[config.mk]
export PLATFORM = sky130hd
export DESIGN_NAME = conv3_column_cell
export DESIGN_NICKNAME = d
export VERILOG_FILES = /design/src/conv3_pkg.sv /design/src/conv3_column_cell.sv
export SDC_FILE = /design/constraint.sdc
export NUM_CORES = 1
export LEC_CHECK = 0
export ABC_AREA = 1
export BUFFER_PORTS_ARGS = -buffer_cell sky130_fd_sc_hd__buf_2
export CAP_MARGIN = 10
export CORE_MARGIN = 2
export CORE_UTILIZATION = 40
export CTS_CLUSTER_SIZE = 40
export DETAILED_ROUTE_END_ITERATION = 8
export GPL_TIMING_DRIVEN = 1
export HOLD_SLACK_MARGIN = 0.05
export PLACE_DENSITY = 0.7
export SLEW_MARGIN = 15
export SYNTH_ARGS = -nofsm -noshare
export SYNTH_HDL_FRONTEND = slang
export SYNTH_SLANG_ARGS = --single-unit
[constraint.sdc]
create_clock -name clock -period 16.9 [get_ports clock]
set_input_delay 2.535 -clock clock [delete_from_list [all_inputs] [get_ports clock]]
set_output_delay 2.535 -clock clock [all_outputs]
set_load 0.02 [all_outputs]
[src/conv3_pkg.sv]
// Shared types and constants of the 3x3 convolution unit.
// Depends on nothing; every other file imports it.
package conv3_pkg;

   localparam int PIX_W       = 8;
   localparam int WEIGHTS_W   = 3 * PIX_W;
   localparam int WIDTH_REG_W = 11;
   localparam int LINES_REG_W = 13;
   localparam int MAX_LINES   = 4096;
   localparam int CSR_INDEX_W = 3;
   localparam int DOT_W       = 2 * PIX_W + 2;
   localparam int SUM_W       = DOT_W + 2;

   localparam logic [WIDTH_REG_W-1:0] WIDTH_RESET = 11'd1024;
   localparam logic [LINES_REG_W-1:0] LINES_RESET = 13'd1024;

   localparam logic [CSR_INDEX_W-1:0] CSR_WEIGHTS_TOP    = 3'd0;
   localparam logic [CSR_INDEX_W-1:0] CSR_WEIGHTS_MIDDLE = 3'd1;
   localparam logic [CSR_INDEX_W-1:0] CSR_WEIGHTS_BOTTOM = 3'd2;
   localparam logic [CSR_INDEX_W-1:0] CSR_IMAGE_WIDTH    = 3'd3;
   localparam logic [CSR_INDEX_W-1:0] CSR_IMAGE_LINES    = 3'd4;

   typedef struct packed {
      logic [PIX_W-1:0] pixel;
      logic             frame_start;
   } req_type;

   typedef struct packed {
      logic [PIX_W-1:0] value;
      logic             row_end;
      logic             frame_end;
   } rsp_type;

   typedef struct packed {
      logic [PIX_W-1:0] top;
      logic [PIX_W-1:0] middle;
      logic [PIX_W-1:0] bottom;
   } pix3_type;

endpackage

[src/conv3_column_cell.sv]
// One window column: holds three pixels, passes them to its neighbor on each
// shift and registers their dot product with its column of weights. Uses conv3_pkg.
module conv3_column_cell
   import conv3_pkg::*;
(
   input  logic             clock,
   input  logic             reset,
   input  logic             enable,
   input  logic             shift,
   input  pix3_type         col_in,
   input  pix3_type         weights,
   output pix3_type         col_out,
   output logic [DOT_W-1:0] dot
);

   pix3_type         col_ff;
   logic [DOT_W-1:0] dot_ff;
   logic [DOT_W-1:0] dot_in;

   assign dot_in = DOT_W'(col_ff.top * weights.top)
                 + DOT_W'(col_ff.middle * weights.middle)
                 + DOT_W'(col_ff.bottom * weights.bottom);

   always_ff @(posedge clock) begin
      if (reset) begin
         col_ff <= '0;
      end else if (enable && shift) begin
         col_ff <= col_in;
      end
   end

   always_ff @(posedge clock) begin
      if (enable) begin
         dot_ff <= dot_in;
      end
   end

   assign col_out = col_ff;
   assign dot     = dot_ff;

endmodule

# Yosys cells after proc, flatten, opt, wreduce, memory -nomap -nowiden
# Cells that the tools add are included.
# classes
addsub,2
mul,3
n_div,0
n_lt_le_gt_ge,0
n_eq_ne,0
shift,0
mux,0
bitwise,0
reduce_logical,1
# op_table
op,n
$mul 8x8->16,3
$add 17x16->18,1
$add 16x16->17,1
$logic_and 1x1->1,1
# totals
ff_bits,42
latch_bits,0
mem_bits_rw,0
rom_bits,0
inputBits,52
out_inout_bits,42
elab_cells,10
mem_count,0

# Depth between registers and ports, before layout
# logic_depth
depth_word,3
depth_mapped,25

# Worst setup path before layout
# OpenSTA, ideal clock, no wires.
# synth_timing
path_type,input-to-reg
start,input port weights[16] in the netlist's numbering
end,register dot_ff[16] (netlist: dot[16]) (data pin)
setup_ns,0.252
arrival_ns,7.372
t_required_ns,16.648
path_slack_ns,9.276
path_stages,22
cell_sequence,buf_1 nand2_1 inv_1 fa_1 inv_1 fa_1 fa_1 inv_1 fa_1 fa_1 inv_1 fa_1 inv_1 fa_1 ha_1 or2_0 nand3_1 nand2_2 nand2_1 nand2_1 nand2_1 nand2_1
# synth_between
elab_chain_len,3
# synth_lines
item,line,text
"start, declared",conv3_column_cell.sv:11,"input pix3_type weights,"
$mul 8x8->16,conv3_column_cell.sv:20,assign dot_in = DOT_W'(col_ff.top * weights.top)
$add 16x16->17,conv3_column_cell.sv:21,+ DOT_W'(col_ff.middle * weights.middle)
$add 17x16->18,conv3_column_cell.sv:22,+ DOT_W'(col_ff.bottom * weights.bottom);
net dot_in[16],conv3_column_cell.sv:18,logic [DOT_W-1:0] dot_in;
"end signal, assigned",conv3_column_cell.sv:34,dot_ff <= dot_in;
"end, declared",conv3_column_cell.sv:17,logic [DOT_W-1:0] dot_ff;
# The timed path passes the listed nets, and every way through them passes these cells.
# A chain may end at the register's enable or synchronous reset.

# Worst setup path after layout
# layout_timing
start,input port weights[19] in the netlist's numbering
end,register dot_ff[17] (netlist: dot[17]) (data pin)
# The elaborated chain is that of the path after synthesis.

==> run_results.csv <==
group,metric,value,unit
floorplan,rows,54,
timing,rsz0062_at_grt,"no",
critical_path,crit_arrival,7620,ps
power_and_ir_drop,p_seq_share,23.9,%
drt,initialDrtViolationCount,391,
timing,fin_tns_setup,0,ps
final_layout,fill_cells,2195,
critical_path,crit_fanout,8,
final_layout,mostFrequentLayoutCell,"inv_1",
logic_synthesis,netlist_instances,1126,
floorplan,io_pins,94,
place,post_dp_cell_area,0.00935,mm2
floorplan,dieHeight,152,um
clock_network,postCtsSetupRepairBufs,0,
global_routing,grt_max_degree,26,
global_routing,grt_pass1_wl,32000,um
clock_network,cts_buffers,5,
critical_path,end_kind,"flip-flop",
final_layout,multi_input_area,0.00605,mm2
run_status,status,"finished, final reports clean",
timing,post-route-period-util,44.7,%
critical_path,r2r_end,"dot[17]",
place,place.gp.congestion,0.873,
timing,relSlewSlack,39.8,%
drt,drtPass1Iterations,7,
timing,finalHoldViolCount,0,
global_routing,antenna_found_initial,0,
place,portBuffers,93,
clock_network,clkLatencyLatePin,300,ps
critical_path,startpoint_type,"input port",
logic_synthesis,synth_area_per_cell,7.76,um2
clock_network,cts_root_buf,"clkbuf_16",
timing,finalSetupViolCount,0,
logic_synthesis,synth_area,0.00873,mm2
drt,wl_per_cell,13.2,um
global_routing,grt_pass1_vias,6605,
final_layout,nNetsFinal,1485,
critical_path,r2r_start,"col_out[21]",
global_routing,grt.total_usage,18.0,%
clock_network,cts_tree,"yes",
floorplan,die-area,0.0230,mm2
final_layout,ff_latch_area,0.00102,mm2
drt,vias,6562,
drt,via_per_inst,4.51,
logic_synthesis,yosysWarnings,0,
timing,worst_clock_skew,11.2,ps
final_layout,drive_gt1_share,9.63,%
critical_path,critPathLaunch,"weights[19]",
clock_network,clock_path_buffers,2,
floorplan,initial_utilization,40.4,%
min_path,min_path_type,"reg2reg",
power_and_ir_drop,intPower,332,uW
timing,final_max_slew_viol_count,0,
floorplan,die_w,152,um
timing,tightestPinTransition,901,ps
critical_path,r2r_slack,11150,ps
timing,post-route-min-period,7550,ps
final_layout,final_cell_mix,"inv_1 (386), nand2_1 (312), fa_1 (161)",
drt,drc_errors,0,
clock_network,htreeDepth,2,
power_and_ir_drop,power_switching,272,uW
power_and_ir_drop,p_per_area,63.5,mW/mm2
critical_path,reg2reg_depth,22,
power_and_ir_drop,vdd_drop_max,50.9,uV
timing,timing.fmax,132,MHz
timing,whs,641,ps
floorplan,core,0.0216,mm2
global_routing,overflow,0,
critical_path,critPathRequiredTime,16970,ps
place,hpwl,16700,um
final_layout,layout-area-overhead-vs-synth,8.92,%
logic_synthesis,ys_ff_latch,42,
critical_path,crit_type,"in2reg",
logic_synthesis,synth.yosys.seq_area_share,11.7,%
final_layout,post-route-util,44.0,%
logic_synthesis,syn-num-nets,1438,
critical_path,crit_end,"dot[17]",
clock_network,clkTransAtPathRegs,70,ps
logic_synthesis,synthDistinctLibCells,25,
clock_network,clock_sinks,42,
job,maxCapViolCount,0,
power_and_ir_drop,sw_frac_of_total,45.1,%
drt,postRouteAntennaNets,0,
power_and_ir_drop,pwr-share-comb,56.9,%
final_layout,design_area,0.00951,mm2
power_and_ir_drop,power.leakage,0.00605,uW
drt,routed_wl,19100,um
clock_network,cts_resized,0,
final_layout,antenna_cells,0,
clock_network,ctsHoldBuffers,0,
power_and_ir_drop,clock_power_share,19.1,%
Yosys cell counts:
master / number / area share, %
buf_4: 2 / 0.17
nor2_2: 1 / 0.072
nor2_1: 12 / 0.52
xor2_1: 5 / 0.50
ha_1: 99 / 14
nand2_1: 312 / 13
nand3_2: 2 / 0.23
buf_2: 2 / 0.11
xnor2_1: 2 / 0.20
edfxtp_1: 18 / 6.2
nand2_2: 3 / 0.21
dfxtp_1: 24 / 5.5
inv_1: 386 / 17
fa_1: 161 / 37
and2_1: 1 / 0.072
buf_1: 16 / 0.69
or2_0: 1 / 0.072
o21bai_4: 1 / 0.21
nand4_1: 3 / 0.21
nor3_2: 2 / 0.23
a21oi_2: 1 / 0.10
inv_2: 1 / 0.043
a21oi_1: 29 / 1.7
clkbuf_1: 34 / 1.5
nand3_1: 8 / 0.46
cell type report:
class | instances | area share (%)
multi-input cells | 643 | 63.6
inverters | 387 | 15.3
flip-flops and latches | 42 | 10.7
repair buffers | 94 | 4.97
well taps | 280 | 3.68
clock buffers | 5 | 1.32
clock inverters | 3 | 0.460
sequential cells by signal (all words and copies together), names as in the netlist:
name,count
dot,18
col_out,24
critical path, stage by stage:
cell and delay (ps):
buf_2 200, nand2_1 110, fa_1 550, inv_1 50
fa_1 470, inv_1 60, fa_1 520, inv_1 50
fa_1 480, fa_1 550, fa_1 510, inv_1 50
fa_1 470, inv_1 40, ha_1 320, nand2_1 130
inv_1 50, nand2_1 80, nand3_2 130, nand2_1 120
nand2_1 60, nand2_1 50, nand2_1 40
through the flow:
step / instances / power, uW / setup WS (ps)
after detailed placement: 1446 / 494 / 9060
after global routing: 1454 / 666 / 9100
final: 1454 / 604 / 9350
after CTS: 1454 / 616 / 9340
after global placement: 1446 / 484 / 9120
after floorplan: 1126 / 400 / 9280
worst min-delay path by stage:
stage,from,end,slack [ps],cells after the start
2_1_floorplan,col_out[12],col_out[12],730,3
3_3_place_gp,col_out[14],col_out[14],630,2
3_5_place_dp,col_out[14],col_out[14],640,2
4_1_cts,col_out[14],col_out[14],650,2
5_1_grt,col_out[9],col_out[9],700,2
6_report,col_out[14],col_out[14],640,2
cells by family after synthesis:
group	count (synthesis)	share of synthesized area [%]
simple gates	345	15.5
fa+ha+maj	260	51.1
xor+xnor	7	0.702
buf+inv	441	19.1
compound gates	31	1.98
flops	42	11.7
power groups by stage:
| stage | clock [uW] | sequential (uW) | combinational [uW] |
|---|---|---|---|
| after floorplan | 0 | 161 | 239 |
| after global placement | 0 | 147 | 337 |
| final | 116 | 145 | 344 |
| after global routing | 123 | 147 | 396 |
| after detailed placement | 0 | 147 | 347 |
| after CTS | 120 | 145 | 351 |
metal layers:
metal | global-route usage (%) | vias up | routed length, um
li1 | - | 3205 | -
met5 | 0 | - | 0
met4 | 5.28 | 0 | 447
met2 | 30.6 | 151 | 9470
met3 | 2.69 | 22 | 1150
met1 | 23.9 | 3184 | 8060
Note: power is estimated with default switching activity, not from simulation.
